**src/rcs_pkg.sv**
```systemverilog
// ----------------------------------------------------------------------------
// rcs_pkg: shared types and constants
// Register indexes, ramp constants, sector order and the command/status
// structs between the controller and the datapath.
// ----------------------------------------------------------------------------
package rcs_pkg;

  localparam int CFG_INDEX_W = 3;
  localparam int CFG_DATA_W  = 13;
  localparam int AMP_W       = 16;
  localparam int SECTOR_W    = 3;

  localparam logic [CFG_INDEX_W-1:0] REG_ZERO_OFFSET    = 3'd0;
  localparam logic [CFG_INDEX_W-1:0] REG_FULL_COUNT     = 3'd1;
  localparam logic [CFG_INDEX_W-1:0] REG_ELEC_PERIOD    = 3'd2;
  localparam logic [CFG_INDEX_W-1:0] REG_SECTOR_WIDTH   = 3'd3;
  localparam logic [CFG_INDEX_W-1:0] REG_REFRESH_PERIOD = 3'd4;

  localparam logic [11:0] ZERO_OFFSET_RST    = 12'd0;
  localparam logic [12:0] FULL_COUNT_RST     = 13'd4096;
  localparam logic [12:0] ELEC_PERIOD_RST    = 13'd1024;
  localparam logic [10:0] SECTOR_WIDTH_RST   = 11'd170;
  localparam logic [7:0]  REFRESH_PERIOD_RST = 8'd10;

  localparam logic [AMP_W-1:0] RAMP_STEP = 16'd10;
  localparam logic [AMP_W-1:0] AMP_MAX   = 16'hFFFF;

  localparam int NUM_SECTORS = 6;

  // six-step order starting at electrical zero
  localparam logic [SECTOR_W-1:0] SECTOR_ORDER [NUM_SECTORS] = '{
    3'd5, 3'd6, 3'd1, 3'd2, 3'd3, 3'd4
  };

  typedef struct packed {
    logic load;    // latch input word, apply offset and wrap
    logic reduce;  // one period subtraction when still above period
    logic pick;    // sector lookup
    logic commit;  // update kept state, load output register
  } rcs_cmd_t;

  typedef struct packed {
    logic reduce_done;
  } rcs_status_t;

endpackage

```
**src/rcs_in_if.sv**
```systemverilog
// ----------------------------------------------------------------------------
// rcs_in_if: input channel
// Valid/ready channel carrying one resolver position word and target amplitude.
// ----------------------------------------------------------------------------
interface rcs_in_if #(
  parameter int POSITION_BITS = 12
);
  logic                     valid;
  logic                     ready;
  logic [POSITION_BITS-1:0] position;
  logic [15:0]              target_amplitude;

  modport source (output valid, output position, output target_amplitude, input ready);
  modport sink   (input valid, input position, input target_amplitude, output ready);
endinterface

```
**src/rcs_out_if.sv**
```systemverilog
// ----------------------------------------------------------------------------
// rcs_out_if: result channel
// Valid/ready channel carrying sector, change flag and ramped amplitude.
// ----------------------------------------------------------------------------
interface rcs_out_if;
  logic        valid;
  logic        ready;
  logic [2:0]  sector;
  logic        sector_changed;
  logic [15:0] amplitude;
  logic        amplitude_updated;

  modport source (output valid, output sector, output sector_changed,
                  output amplitude, output amplitude_updated, input ready);
  modport sink   (input valid, input sector, input sector_changed,
                  input amplitude, input amplitude_updated, output ready);
endinterface

```
**src/rcs_ctrl.sv**
```systemverilog
// ----------------------------------------------------------------------------
// rcs_ctrl: sequencer
// Steps one word through load, period reduction, sector pick and commit,
// and owns the output valid flag.
// ----------------------------------------------------------------------------
module rcs_ctrl (
  input  logic                clk,
  input  logic                rst,
  input  logic                in_valid,
  output logic                in_ready,
  output logic                out_valid,
  input  logic                out_ready,
  output rcs_pkg::rcs_cmd_t   cmd,
  input  rcs_pkg::rcs_status_t status
);
  import rcs_pkg::*;

  typedef enum logic [1:0] {
    S_IDLE,
    S_REDUCE,
    S_PICK,
    S_COMMIT
  } state_t;

  state_t state;
  logic   out_free;

  assign in_ready = (state == S_IDLE);
  assign out_free = !out_valid || out_ready;

  always_comb begin
    cmd        = '0;
    cmd.load   = (state == S_IDLE) && in_valid;
    cmd.reduce = (state == S_REDUCE);
    cmd.pick   = (state == S_PICK);
    cmd.commit = (state == S_COMMIT) && out_free;
  end

  always_ff @(posedge clk) begin
    if (rst) begin
      state     <= S_IDLE;
      out_valid <= 1'b0;
    end else begin
      // a new word replaces the one leaving in the same cycle
      if (cmd.commit) begin
        out_valid <= 1'b1;
      end else if (out_valid && out_ready) begin
        out_valid <= 1'b0;
      end
      case (state)
        S_IDLE: begin
          if (in_valid) begin
            state <= S_REDUCE;
          end
        end
        S_REDUCE: begin
          if (status.reduce_done) begin
            state <= S_PICK;
          end
        end
        S_PICK: begin
          state <= S_COMMIT;
        end
        S_COMMIT: begin
          if (out_free) begin
            state <= S_IDLE;
          end
        end
        default: begin
          state <= S_IDLE;
        end
      endcase
    end
  end

endmodule

```
**src/rcs_datapath.sv**
```systemverilog
// ----------------------------------------------------------------------------
// rcs_datapath: angle reduction, sector pick and amplitude ramp
// Holds the configuration registers, the working angle, the kept sector,
// refresh counter and drive amplitude, and the output register.
// ----------------------------------------------------------------------------
module rcs_datapath #(
  parameter int POSITION_BITS = 12
) (
  input  logic                                clk,
  input  logic                                rst,
  input  logic                                cfg_write,
  input  logic [rcs_pkg::CFG_INDEX_W-1:0]     cfg_index,
  input  logic [rcs_pkg::CFG_DATA_W-1:0]      cfg_data,
  input  rcs_pkg::rcs_cmd_t                   cmd,
  output rcs_pkg::rcs_status_t                status,
  input  logic [POSITION_BITS-1:0]            in_position,
  input  logic [rcs_pkg::AMP_W-1:0]           in_target,
  output logic [rcs_pkg::SECTOR_W-1:0]        out_sector,
  output logic                                out_sector_changed,
  output logic [rcs_pkg::AMP_W-1:0]           out_amplitude,
  output logic                                out_amplitude_updated
);
  import rcs_pkg::*;

  // angle may exceed the position range after the wrap by full_count
  localparam int AW = (POSITION_BITS > 13) ? POSITION_BITS : 13;
  localparam int DW = AW + 2;
  localparam int CW = (AW > 14) ? AW : 14;

  logic [11:0]          zero_offset;
  logic [12:0]          full_count;
  logic [12:0]          elec_period;
  logic [10:0]          sector_width;
  logic [7:0]           refresh_period;

  logic [AW-1:0]        angle;
  logic [AMP_W-1:0]     target;
  logic [SECTOR_W-1:0]  sector_sel;
  logic [SECTOR_W-1:0]  last_sector;
  logic [7:0]           refresh_count;
  logic [AMP_W-1:0]     drive_amplitude;

  logic [DW-1:0]        diff;
  logic [DW-1:0]        diff_wrap;
  logic [AW-1:0]        angle_load;
  logic [AW-1:0]        period_ext;
  logic [SECTOR_W-1:0]  sector_pick;
  logic                 same_sector;
  logic [7:0]           refresh_count_inc;
  logic                 ramp_due;
  logic [AMP_W-1:0]     drive_amplitude_next;
  logic                 updated_next;

  // configuration
  always_ff @(posedge clk) begin
    if (rst) begin
      zero_offset    <= ZERO_OFFSET_RST;
      full_count     <= FULL_COUNT_RST;
      elec_period    <= ELEC_PERIOD_RST;
      sector_width   <= SECTOR_WIDTH_RST;
      refresh_period <= REFRESH_PERIOD_RST;
    end else if (cfg_write) begin
      case (cfg_index)
        REG_ZERO_OFFSET:    zero_offset    <= cfg_data[11:0];
        REG_FULL_COUNT:     full_count     <= cfg_data[12:0];
        REG_ELEC_PERIOD:    elec_period    <= cfg_data[12:0];
        REG_SECTOR_WIDTH:   sector_width   <= cfg_data[10:0];
        REG_REFRESH_PERIOD: refresh_period <= cfg_data[7:0];
        default: ;
      endcase
    end
  end

  // offset removal, one wrap by full_count, clamp at zero
  always_comb begin
    diff       = DW'(in_position) - DW'(zero_offset);
    diff_wrap  = diff[DW-1] ? (diff + DW'(full_count)) : diff;
    angle_load = diff_wrap[DW-1] ? '0 : diff_wrap[AW-1:0];
  end

  assign period_ext         = AW'(elec_period);
  assign status.reduce_done = (elec_period == '0) || (angle <= period_ext);

  // thresholds are k * sector_width; a constant multiple per comparator
  always_comb begin
    sector_pick = SECTOR_ORDER[0];
    for (int k = 1; k < NUM_SECTORS; k++) begin
      if (CW'(angle) >= (CW'(sector_width) * CW'(k))) begin
        sector_pick = SECTOR_ORDER[k];
      end
    end
  end

  // ramp toward target on an unchanged sector
  always_comb begin
    same_sector          = (last_sector == sector_sel);
    refresh_count_inc    = refresh_count + 8'd1;
    ramp_due             = (refresh_count_inc >= refresh_period);
    drive_amplitude_next = drive_amplitude;
    updated_next         = 1'b0;
    if (same_sector && ramp_due) begin
      if (target > drive_amplitude) begin
        drive_amplitude_next = (drive_amplitude > (AMP_MAX - RAMP_STEP))
                               ? AMP_MAX : (drive_amplitude + RAMP_STEP);
        updated_next = 1'b1;
      end else if (target < drive_amplitude) begin
        drive_amplitude_next = (drive_amplitude < RAMP_STEP)
                               ? '0 : (drive_amplitude - RAMP_STEP);
        updated_next = 1'b1;
      end
    end
  end

  // working registers
  always_ff @(posedge clk) begin
    if (cmd.load) begin
      angle  <= angle_load;
      target <= in_target;
    end else if (cmd.reduce && !status.reduce_done) begin
      angle <= angle - period_ext;
    end
    if (cmd.pick) begin
      sector_sel <= sector_pick;
    end
  end

  // kept state
  always_ff @(posedge clk) begin
    if (rst) begin
      last_sector     <= '0;
      refresh_count   <= '0;
      drive_amplitude <= '0;
    end else if (cmd.commit) begin
      if (!same_sector) begin
        last_sector <= sector_sel;
      end else begin
        refresh_count   <= ramp_due ? 8'd0 : refresh_count_inc;
        drive_amplitude <= drive_amplitude_next;
      end
    end
  end

  // output register
  always_ff @(posedge clk) begin
    if (cmd.commit) begin
      out_sector            <= sector_sel;
      out_sector_changed    <= !same_sector;
      out_amplitude         <= drive_amplitude_next;
      out_amplitude_updated <= updated_next;
    end
  end

endmodule

```
**src/resolver_commutation_sector_top.sv**
```systemverilog
// ----------------------------------------------------------------------------
// resolver_commutation_sector_top: six-step sector from resolver position
// Offset, period reduction, sector lookup and drive amplitude ramp.
// ----------------------------------------------------------------------------
// One word at a time. After a word is taken, the period reduction loop
// subtracts electrical_period once per cycle, n = floor((v - 1) / period)
// times when the offset-corrected angle v is above the period and 0 times
// otherwise; then come sector pick and commit, and the next word is taken
// only after commit, which waits while a stalled sink holds the result
// register. A finished result waits in the output register while the next
// word is already being worked on. The user must write the configuration
// registers through cfg_write/cfg_index/cfg_data only while the block is
// idle, which the block does not enforce. No clearing pass follows reset.
module resolver_commutation_sector_top #(
  parameter int POSITION_BITS = 12
) (
  input  logic                            clk,
  input  logic                            rst,
  rcs_in_if.sink                          sample,
  rcs_out_if.source                       result,
  input  logic                            cfg_write,
  input  logic [rcs_pkg::CFG_INDEX_W-1:0] cfg_index,
  input  logic [rcs_pkg::CFG_DATA_W-1:0]  cfg_data
);
  import rcs_pkg::*;

  rcs_cmd_t    cmd;
  rcs_status_t status;

  rcs_ctrl u_ctrl (
    .clk       (clk),
    .rst       (rst),
    .in_valid  (sample.valid),
    .in_ready  (sample.ready),
    .out_valid (result.valid),
    .out_ready (result.ready),
    .cmd       (cmd),
    .status    (status)
  );

  rcs_datapath #(
    .POSITION_BITS (POSITION_BITS)
  ) u_datapath (
    .clk                   (clk),
    .rst                   (rst),
    .cfg_write             (cfg_write),
    .cfg_index             (cfg_index),
    .cfg_data              (cfg_data),
    .cmd                   (cmd),
    .status                (status),
    .in_position           (sample.position),
    .in_target             (sample.target_amplitude),
    .out_sector            (result.sector),
    .out_sector_changed    (result.sector_changed),
    .out_amplitude         (result.amplitude),
    .out_amplitude_updated (result.amplitude_updated)
  );

endmodule

```
**src/flat_wrapper.sv**
```systemverilog
// flat-port wrapper written by rule: the top's interface ports become plain ports
module resolver_commutation_sector_top_flat import rcs_pkg::*;
#(
  parameter int POSITION_BITS = 12
)
  (clk, rst, cfg_write, cfg_index, cfg_data, sample_valid, sample_position, sample_target_amplitude, sample_ready, result_valid, result_sector, result_sector_changed, result_amplitude, result_amplitude_updated, result_ready);
  rcs_in_if #(.POSITION_BITS(POSITION_BITS)) sample_i ();
  rcs_out_if result_i ();
  input  logic clk;
  input  logic rst;
  input  logic cfg_write;
  input  logic [rcs_pkg::CFG_INDEX_W-1:0] cfg_index;
  input  logic [rcs_pkg::CFG_DATA_W-1:0] cfg_data;
  input wire logic [$bits(sample_i.valid)-1:0] sample_valid;
  input wire logic [$bits(sample_i.position)-1:0] sample_position;
  input wire logic [$bits(sample_i.target_amplitude)-1:0] sample_target_amplitude;
  output wire logic [$bits(sample_i.ready)-1:0] sample_ready;
  output wire logic [$bits(result_i.valid)-1:0] result_valid;
  output wire logic [$bits(result_i.sector)-1:0] result_sector;
  output wire logic [$bits(result_i.sector_changed)-1:0] result_sector_changed;
  output wire logic [$bits(result_i.amplitude)-1:0] result_amplitude;
  output wire logic [$bits(result_i.amplitude_updated)-1:0] result_amplitude_updated;
  input wire logic [$bits(result_i.ready)-1:0] result_ready;
  assign sample_i.valid = sample_valid;
  assign sample_i.position = sample_position;
  assign sample_i.target_amplitude = sample_target_amplitude;
  assign sample_ready = sample_i.ready;
  assign result_valid = result_i.valid;
  assign result_sector = result_i.sector;
  assign result_sector_changed = result_i.sector_changed;
  assign result_amplitude = result_i.amplitude;
  assign result_amplitude_updated = result_i.amplitude_updated;
  assign result_i.ready = result_ready;
  resolver_commutation_sector_top #(.POSITION_BITS(POSITION_BITS)) u_core (.clk(clk), .rst(rst), .sample(sample_i), .result(result_i), .cfg_write(cfg_write), .cfg_index(cfg_index), .cfg_data(cfg_data));
endmodule
```
**config.mk**
```make
export PLATFORM = sky130hd
export DESIGN_NAME = resolver_commutation_sector_top_flat
export DESIGN_NICKNAME = d
export VERILOG_FILES = /design/src/rcs_pkg.sv /design/src/rcs_in_if.sv /design/src/rcs_out_if.sv /design/src/rcs_ctrl.sv /design/src/rcs_datapath.sv /design/src/resolver_commutation_sector_top.sv /design/src/flat_wrapper.sv
export SDC_FILE = /design/constraint.sdc
export NUM_CORES = 1
export LEC_CHECK = 0
export BUFFER_PORTS_ARGS = -buffer_cell sky130_fd_sc_hd__buf_2
export CORE_MARGIN = 10
export CORE_UTILIZATION = 35
export DETAILED_ROUTE_END_ITERATION = 10
export GPL_TIMING_DRIVEN = 0
export PLACE_DENSITY = 0.58
export SETUP_SLACK_MARGIN = 0.15
export SLEW_MARGIN = 20
export SYNTH_ARGS = -nofsm -noshare
export SYNTH_HDL_FRONTEND = slang
export SYNTH_SLANG_ARGS = --single-unit
```
**constraint.sdc**
```tcl
create_clock -name clk -period 5.9 [get_ports clk]
set_input_delay 0.295 -clock clk [delete_from_list [all_inputs] [get_ports clk]]
set_output_delay 0.295 -clock clk [all_outputs]
set_load 0.05 [all_outputs]
```
# Word level (Yosys, flattened, before mapping)
# Cells that the tools add are included.
# totals
register_bits	140
latchBits	0
ram_bits	0
romBits	0
inputBits	49
out_inout_bits	23
wordCells	93
mem_count	0
# op_classes
addsub	6
multipliers	2
div_mod_pow	0
magnitude_cmp	11
eq_ne	11
shift	0
mux	22
bitwise_logic	1
reduce_logical	23
# ops
operator	count
16-bit 2-to-1 mux	5
13-bit 2-to-1 mux	3
13-bit greater-or-equal comparator	2
16-bit by 4-bit adder with 16-bit output, second input constant	1
16-bit > comparator	1
16-bit > comparator, second input constant	1
16-bit < comparator	1
16-bit by 4-bit < comparator with 1-bit output, second input constant	1
16-bit by 4-bit subtractor with 16-bit output, second input constant	1
13-bit by 14-bit adder with 15-bit output	1
15-bit 2-to-1 mux	1
13-bit by 14-bit greater-or-equal comparator with 1-bit output	1
11-bit by 3-bit multiplier with 14-bit output, second input constant	1
2-bit AND reduction	7
13-bit by 11-bit greater-or-equal comparator with 1-bit output	1
13-bit by 12-bit greater-or-equal comparator with 1-bit output	1
13-bit <= comparator	1
13-bit zero test	1
11-bit by 2-bit multiplier with 13-bit output, second input constant	1
12-bit by 12-bit subtractor with 13-bit output	1
13-bit subtractor	1
3-bit 2-to-1 mux	3
8-bit by 1-bit adder with 8-bit output, second input constant	1
8-bit greater-or-equal comparator	1
20 further kinds	37

# Depth between registers and ports, before layout
# Gate-level depths: netlist (run 1).
# depth
depth_word	6
depth_mapped	20
ltp_nobuf	19

# Modules after synthesis
# A second synthesis (run 1) with hierarchy kept.
# hier_totals
cells_unflattened	1253
hier_area_um2	10582.6
# by_module_without_submodules
mod	n_inst	cells_each	area_per_inst_um2	seq_area_each_um2
rcs_datapath	1	1229	10367.4	3273.1
rcs_ctrl	1	24	215.2	60.1

# Least setup slack after synthesis (run 1)
# Ideal clock, no wire load.
# synth_timing
path_kind	in2reg
startpoint	input port sample_position[0]
endpoint	register u_core.u_datapath.angle[4], data pin
setup_time_ps	298
t_arrival_ps	3794
required_ps	5602
slack_ps	1809
cell_stages	20
path_buffers	1
cell_sequence	inv_1 > ha_1 > inv_1 > fa_1 > a211oi_1 > nor2_1 > o41ai_1 > inv_1 > a21oi_1 > xnor2_1 > ha_1 > a21oi_1 > nor2_1 > a211oi_1 > o31ai_1 > a21o_1 > a21o_1 > o21ai_1 > clkbuf_1 > o22ai_1
# synth_between
elab_chain_cells	5
# synth_lines
element	line_no	source
from (decl)	flat_wrapper.sv:15	input wire logic [$bits(sample_i.position)-1:0] sample_position;
12-bit by 12-bit subtractor with 13-bit output (*)	rcs_datapath.sv:76	diff = DW'(in_position) - DW'(zero_offset);
13-bit by 14-bit adder with 15-bit output	rcs_datapath.sv:77	diff_wrap = diff[DW-1] ? (diff + DW'(full_count)) : diff;
15-bit 2-to-1 mux (*)	rcs_datapath.sv:77	
13-bit 2-to-1 mux (*)	rcs_datapath.sv:78	angle_load = diff_wrap[DW-1] ? '0 : diff_wrap[AW-1:0];
13-bit 2-to-1 mux (*)	rcs_datapath.sv:116	if (cmd.load) begin
to (signal assigned)	rcs_datapath.sv:117	angle <= angle_load;
to (signal assigned)	rcs_datapath.sv:120	angle <= angle - period_ext;
to (decl)	rcs_datapath.sv:36	logic [AW-1:0] angle;
# Mark *: on every way between the ends. The rest lies on a longest branch, timed or not.
# A chain may end at the register's enable or synchronous reset.

# Worst setup path in the final report (run 1)
# layout_timing
startpoint	register u_core.u_datapath.zero_offset[0]
endpoint	register u_core.u_datapath.angle[5], data pin
# layout_between
elab_chain_cells	5
# layout_lines
element	line_no	source
from (decl)	rcs_datapath.sv:30	logic [11:0] zero_offset;
from (signal assigned)	rcs_datapath.sv:64	REG_ZERO_OFFSET: zero_offset <= cfg_data[11:0];
12-bit by 12-bit subtractor with 13-bit output (*)	rcs_datapath.sv:76	
13-bit by 14-bit adder with 15-bit output	rcs_datapath.sv:77	
15-bit 2-to-1 mux (*)	rcs_datapath.sv:77	
13-bit 2-to-1 mux (*)	rcs_datapath.sv:78	
13-bit 2-to-1 mux (*)	rcs_datapath.sv:116	
# Marks and branches as above.

==> impl_metrics.py, run 1 <==
metrics = {
    "setup_path": {
        "crit_path_max_incr_delay_ns": 0.46,
        "crit_slowest_cell": "o41ai_1",
        "crit_required_ns": 6.05,
        "crit_type": "register to register",
        "cp_top_family": "compound AO/OA/AOI/OAI gates",
        "arrival_ns": 5.08,
        "cp_cell_sequence": "ha_1 > inv_1 > fa_1 > a211oi_1 > nor2_1 > o41ai_1 > inv_1 > a21oi_1 > xnor2_1 > ha_1 > a21oi_1 > nor2_1 > a211oi_1 > o31ai_1 > a21o_1 > a21o_1 > o21ai_1 > clkbuf_1 > o22ai_1",
        "critPathBufInv": 3,
        "crit_fanout": 10,
        "endpoint_kind": "register",
        "cp-start-kind": "register",
    },
    "power_and_ir_drop": {
        "p_per_area_nw_per_um2": 332,
        "p_leak_nw": 5.07,
        "clkPwrFrac_pct": 29.1,
        "pwr-share-comb_pct": 38.0,
        "switching_share_pct": 36.6,
        "p_sw_mw": 1.47,
        "peakVddDrop_v": 0.000205,
        "seq_power_share_pct": 33.0,
        "intPower_mw": 2.55,
    },
    "placement": {
        "port_buffers": 70,
        "placed_cells": 1724,
        "gp_congestion": 0.903,
        "postPlaceCellArea_um2": 11500,
        "hpwl_um": 24000,
    },
    "floorplan": {
        "die_h_um": 194,
        "dieArea_um2": 37800,
        "core_region_area_um2": 29800,
        "start_util_pct": 35.7,
        "die_w_um": 194,
        "rows": 63,
        "ioPinCount": 72,
    },
    "cells_and_area": {
        "drive_above_1_share_pct": 10.1,
        "regArea_um2": 3330,
        "instances_no_fill": 1756,
        "layout.nets": 1562,
        "multi_input_area_um2": 6760,
        "area_delta_synth_final_pct": 14.0,
        "fin_util_pct": 40.7,
        "fin_area_um2": 12100,
        "num_antenna_cells": 0,
        "fillerInstances": 3047,
    },
    "routing": {
        "drtIter0Drc": 581,
        "ant_nets": 0,
        "drc_errors": 0,
        "vias": 9408,
        "avgRoutedWirePerCell_um": 17.4,
        "routed_wirelength_um": 30600,
        "dr.pass1.iters": 5,
        "viasPerCell": 5.36,
    },
    "synthesis": {
        "async_reset_ff_share_pct": 0,
        "mappedNetlistArea_um2": 10600,
        "synthAdderAreaFrac_pct": 19.2,
        "synth-xor-area-share_pct": 4.28,
        "yosys_register_bits": 140,
        "synth_cells": 1264,
        "synth_flop_cell": "dfxtp_1",
        "yosys-top-cells-area": "ha_1 18%, dfxtp_1 16%, edfxtp_1 15%",
        "synth_top_family_by_area": "compound AO/OA/AOI/OAI gates",
        "synth-seq-area-share_pct": 31.3,
        "synth.area.mux_share_pct": 0.376,
        "yosys.area_share.simple_pct": 17.4,
        "synth_area_leader_cell": "ha_1",
        "syn_nets": 1473,
        "synth-compound-area-share_pct": 22.1,
        "synth.distinct_cells": 79,
        "yosys_warnings": 0,
        "synth_top_area_share_pct": 18.2,
        "synth_edf_count": 53,
        "syn_area_per_cell_um2": 8.42,
    },
    "clock_network": {
        "postCtsSetupBuffers": 0,
        "cts_resized": 0,
        "htreeDepth": 4,
        "cts.sinks": 140,
        "clk_latency_ns": 0.43,
        "path_clk_slew_ns": 0.06,
        "cts_tree": "yes",
        "ctsHoldBuffers": 0,
        "cts-root-buf": "clkbuf_16",
        "cts_buffers": 17,
        "clockBufferDepth": 2,
    },
    "sta": {
        "skew_ns": 0.00879,
        "relSlewSlack_pct": 33.8,
        "rsz0062_at_grt": "false",
        "max_freq_ghz": 0.203,
        "whs_ns": 0.0318,
        "timing.setup.tns_ns": 0,
        "max_slew.worst_pin.slew_ns": 0.993,
        "period_needed_ns": 4.94,
        "finalSetupViolations": 0,
        "timing.final.crit_share_pct": 83.7,
        "finalMaxSlewViolations": 0,
        "hold_violations": 0,
    },
    "global_route": {
        "grt_usage_pct": 15.9,
        "grt_pass1_vias": 9104,
        "antenna_found_initial": 1,
        "grt-ovfl-total": 0,
        "grt_max_degree": 26,
        "grt_pass1_wl_um": 48800,
    },
    "outcome": {
        "status": "finished clean",
    },
    "run": {
        "max_cap_viol_count": 0,
    },
    "min_path": {
        "hold_path.class": "input pin to register",
    },
}
[final timing paths]
path,from,end,slack [ns],cells after the start
setup reg to reg,u_core.u_datapath.zero_offset[0],u_core.u_datapath.angle[5],0.96,19
hold reg to reg,u_core.u_datapath.zero_offset[9],u_core.u_datapath.zero_offset[9],0.46,2
setup / recovery,u_core.u_datapath.zero_offset[0],u_core.u_datapath.angle[5],0.96,19
hold / removal,sample_target_amplitude[11],u_core.u_datapath.target[11],0.03,1
[final cells by class]
cell class,count,share of cell area [%]
Buffer,41,1.45
Clock buffer,18,3.71
Clock inverter,14,1.57
Inverter,105,3.25
Multi-Input combinational cell,978,55.7
Sequential cell,140,27.5
Tap cell,390,4.02
Timing Repair Buffer,70,2.89
[power by group through the flow]
stage	clock (mW)	sequential [mW]	combinational [mW]
2_1_floorplan	0	1.32	1.12
3_3_place_gp	0	1.35	1.48
3_5_place_dp	0	1.35	1.51
4_1_cts	1.19	1.33	1.53
5_1_grt	1.23	1.35	1.73
6_report	1.17	1.33	1.53
[cells by family after synthesis]
group | after synthesis
DFF | 140
muxes | 4
buffers and inverters | 146
and+or+nand+nor | 389
xor gates and xnor gates | 52
adders and majority gates | 160
AOI/OAI and AO/OA | 373
[state kept, by name, indices dropped and copies added, names as in the netlist, 11 cells and up]
name                               count
u_core.u_datapath.sector_width        11
u_core.u_datapath.target              16
u_core.u_datapath.drive_amplitude     16
u_core.u_datapath.zero_offset         12
u_core.u_datapath.out_amplitude       16
u_core.u_datapath.angle               13
u_core.u_datapath.full_count          13
u_core.u_datapath.elec_period         13
[cell usage after synthesis, drive strengths merged, types with 16 or more instances]
cell / count
a21o: 28
a21oi: 140
clkbuf: 29
dfxtp: 87
edfxtp: 53
ha: 155
inv: 105
nand2: 171
nand2b: 21
nand3: 23
nor2: 68
nor2b: 16
nor3: 21
o21a: 23
o21ai: 66
xnor2: 27
xor2: 25
[layer usage]
| metal | up-vias | track usage, % | part of all wire [%] |
|---|---|---|---|
| met5 | - | 0 | 0.042 |
| met4 | 2 | 4.46 | 1.7 |
| met3 | 40 | 3.27 | 5.5 |
| met2 | 248 | 25.7 | 46 |
| met1 | 4367 | 20.8 | 47 |
| li1 | 4751 | - | - |
[through the flow]
step	power [mW]	setup WS, ns
finish	4.03	0.963
global route	4.31	0.619
CTS	4.04	0.971
detailed placement	2.86	0.940
global placement	2.83	0.925
floorplan	2.44	1.81
[cells in the final DEF (no fill, tap or decap), drive strengths merged, types with 9 or more instances in the layout]
cell,n
nand3,23
nor2,68
nor3,21
a22oi,10
a21o,28
inv,106
xor2,25
o21ai,66
edfxtp,53
dfxtp,87
o22ai,15
nand3b,10
clkbuf,47
ha,155
xnor2,27
nand2,171
a21oi,140
and3,9
nand4,10
o21a,23
a211oi,14
or2,9
buf,82
a31oi,12
nand2b,21
nor2b,16
Power figures use the tool's default switching activity.
==> inputs of run 2 (changes only) <==
--- a/config.mk
+++ b/config.mk
@@ -10,7 +10,7 @@
 export CORE_UTILIZATION = 35
 export DETAILED_ROUTE_END_ITERATION = 10
 export GPL_TIMING_DRIVEN = 0
-export PLACE_DENSITY = 0.58
+export PLACE_DENSITY = 0.6
 export SETUP_SLACK_MARGIN = 0.15
 export SLEW_MARGIN = 20
 export SYNTH_ARGS = -nofsm -noshare
==> constraint.sdc (replaced) <==
create_clock -name clk -period 4 [get_ports clk]
set_input_delay 0.2 -clock clk [delete_from_list [all_inputs] [get_ports clk]]
set_output_delay 0.2 -clock clk [all_outputs]
set_load 0.05 [all_outputs]
==> impl_metrics.py, run 2 (synthesized netlist as in run 1, its figures left out) <==
metrics = {
    "routing": {
        "routed_wirelength_um": 31600,
        "vias": 9790,
        "dr.pass1.iters": 7,
        "viasPerCell": 5.46,
        "drc_errors": 0,
        "ant_nets": 0,
        "avgRoutedWirePerCell_um": 17.6,
        "drtIter0Drc": 573,
    },
    "setup_path": {
        "critPathBufInv": 2,
        "cp_cell_sequence": "inv_1 > ha_1 > nor2b_1 > o31a_1 > nor4_4 > o31ai_4 > a31oi_2 > xnor2_2 > ha_4 > nand2_1 > nor2_1 > a211oi_2 > o31ai_1 > a21o_1 > a21o_1 > o21ai_4 > buf_8 > o22ai_2",
        "crit_required_ns": 4.16,
        "critPathMostFrequentCell": "a21o_1",
        "crit_type": "register to register",
        "crit_fanout": 6,
        "endpoint_kind": "register",
        "crit_slowest_cell": "dfxtp_1",
        "arrival_ns": 4.04,
        "cp-start-kind": "register",
        "crit_path_max_incr_delay_ns": 0.33,
        "cp_top_family": "compound AO/OA/AOI/OAI gates",
    },
    "clock_network": {
        "clk_latency_ns": 0.44,
        "cts_buffers": 17,
        "path_clk_slew_ns": 0.06,
        "cts.sinks": 140,
        "htreeDepth": 4,
        "cts-root-buf": "clkbuf_16",
        "cts_tree": "yes",
        "clockBufferDepth": 2,
    },
    "cells_and_area": {
        "final_cell_mix": "170 x nand2_1, 147 x ha_1, 131 x a21oi_1, 102 x inv_1, 80 x dfxtp_1",
        "top_regs": "u_core.u_datapath.drive_amplitude x16, u_core.u_datapath.out_amplitude x16, u_core.u_datapath.target x16",
        "final_common_cell": "nand2_1",
        "layout.nets": 1598,
        "fin_area_um2": 12800,
        "area_delta_synth_final_pct": 20.2,
        "fillerInstances": 2987,
        "drive_above_1_share_pct": 15.0,
    },
    "sta": {
        "skew_ns": 0.0102,
        "period_needed_ns": 3.88,
        "finalSetupViolations": 0,
        "rsz0062_at_grt": "true",
        "hold_violations": 0,
        "timing.final.crit_share_pct": 97.1,
        "max_freq_ghz": 0.257,
        "finalMaxSlewViolations": 0,
        "relSlewSlack_pct": 32.2,
        "max_slew.worst_pin.slew_ns": 1.02,
    },
    "floorplan": {
        "start_util_pct": 35.7,
        "die_h_um": 194,
        "ioPinCount": 72,
        "dieArea_um2": 37800,
        "die_w_um": 194,
        "rows": 63,
        "core_region_area_um2": 29800,
    },
    "global_route": {
        "grt-ovfl-total": 0,
        "grt_pass1_wl_um": 49800,
        "grt_usage_pct": 16.1,
        "antenna_found_initial": 2,
        "grt_max_degree": 26,
        "grt_pass1_vias": 9597,
    },
    "power_and_ir_drop": {
        "peakVddDrop_v": 0.000298,
        "p_leak_nw": 5.28,
        "p_per_area_nw_per_um2": 480,
        "power_mw": 6.15,
    },
    "placement": {
        "postPlaceCellArea_um2": 11500,
        "hpwl_um": 24000,
        "port_buffers": 70,
        "gp_congestion": 0.926,
    },
    "min_path": {
        "hold_path.class": "input pin to register",
    },
    "run": {
        "max_cap_viol_count": 0,
    },
    "outcome": {
        "status": "finished clean",
    },
}
run 2: changes by cell type in the layout (fill, tap and decap cells not counted), moves of 5 or more:
cell	change
a21oi_1	-8
dfxtp_1	-7
a21oi_2	+7
dlygate4sd3_1	+16
o22ai_2	+5
buf_4	+18
o21ai_0	-6
ha_1	-8
o22ai_1	-5
dfxtp_4	+6
ha_4	+7
run 2: per-stage QoR:
step	hold WS, ns	utilization, %	cells	worst slack (ns)	setup TNS, ns
6_report	0.0373	43.0	1794	0.116	0
5_1_grt	0.0548	42.9	1793	-0.0628	-0.485
4_1_cts	0.0241	42.0	1784	-0.00335	-0.00335
3_5_place_dp	0.378	38.6	1724	-0.454	-5.32
3_3_place_gp	0.377	38.6	1724	-0.453	-5.11
2_1_floorplan	0.299	-	1264	0.187	0
run 2: repair_timing:
| item | CTS | global route |
|---|---|---|
| buffers inserted | 11 | 8 |
| hold buffers | 16 | 0 |
| cloned | 1 | 0 |
| pin swaps | 27 | 29 |
| gates resized for setup | 33 | 44 |
| endpoints found under the setup margin | 16 | 22 |
| hold endpoints to repair | 16 | 0 |
run 2: cell type report:
| type | count | area, µm² | share of cell area [%] |
|---|---|---|---|
| Buffer | 41 | 189 | 1.48 |
| Timing Repair Buffer | 106 | 672 | 5.25 |
| Inverter | 105 | 394 | 3.08 |
| Antenna cell | 2 | 5.00 | 0.0391 |
| Sequential cell | 140 | 3360 | 26.2 |
| Clock buffer | 19 | 433 | 3.38 |
| Tap cell | 390 | 488 | 3.81 |
| Multi-Input combinational cell | 978 | 7050 | 55.1 |
| Clock inverter | 13 | 214 | 1.67 |
run 2: final timing paths:
kind	start	to	slack (ns)	cells past startpoint
min reg2reg	u_core.u_datapath.zero_offset[4]	u_core.u_datapath.zero_offset[4]	0.45	2
max	u_core.u_datapath.zero_offset[1]	u_core.u_datapath.angle[8]	0.12	18
max reg2reg	u_core.u_datapath.zero_offset[1]	u_core.u_datapath.angle[8]	0.12	18
min	cfg_data[12]	u_core.u_datapath.full_count[12]	0.04	2
run 2: worst reg2reg max path: cells and delay by family, from the launching register on:
kind	cells	cell delay [ns]
AO/OA/AOI/OAI	9	1.65
AND/OR/NAND/NOR	4	0.60
adder cells (fa/ha/maj)	2	0.56
flip-flops	1	0.33
buffers and inverters	2	0.27
XOR/XNOR	1	0.19
run 2: layer usage:
layer | GRT usage [%] | vias up | part of all wire [%]
met5 | 0 | - | 0
met1 | 20.3 | 4586 | 45
met3 | 3.61 | 72 | 6.1
met4 | 6.19 | 0 | 3.1
li1 | - | 4808 | -
met2 | 26.1 | 324 | 46
run 2: power breakdown:
part           internal [mW]  switching (mW)  total (mW)
Clock                   1.11           0.657        1.77
Sequential              1.74           0.206        1.95
Combinational           1.06            1.38        2.44
Total                   3.91            2.24        6.15
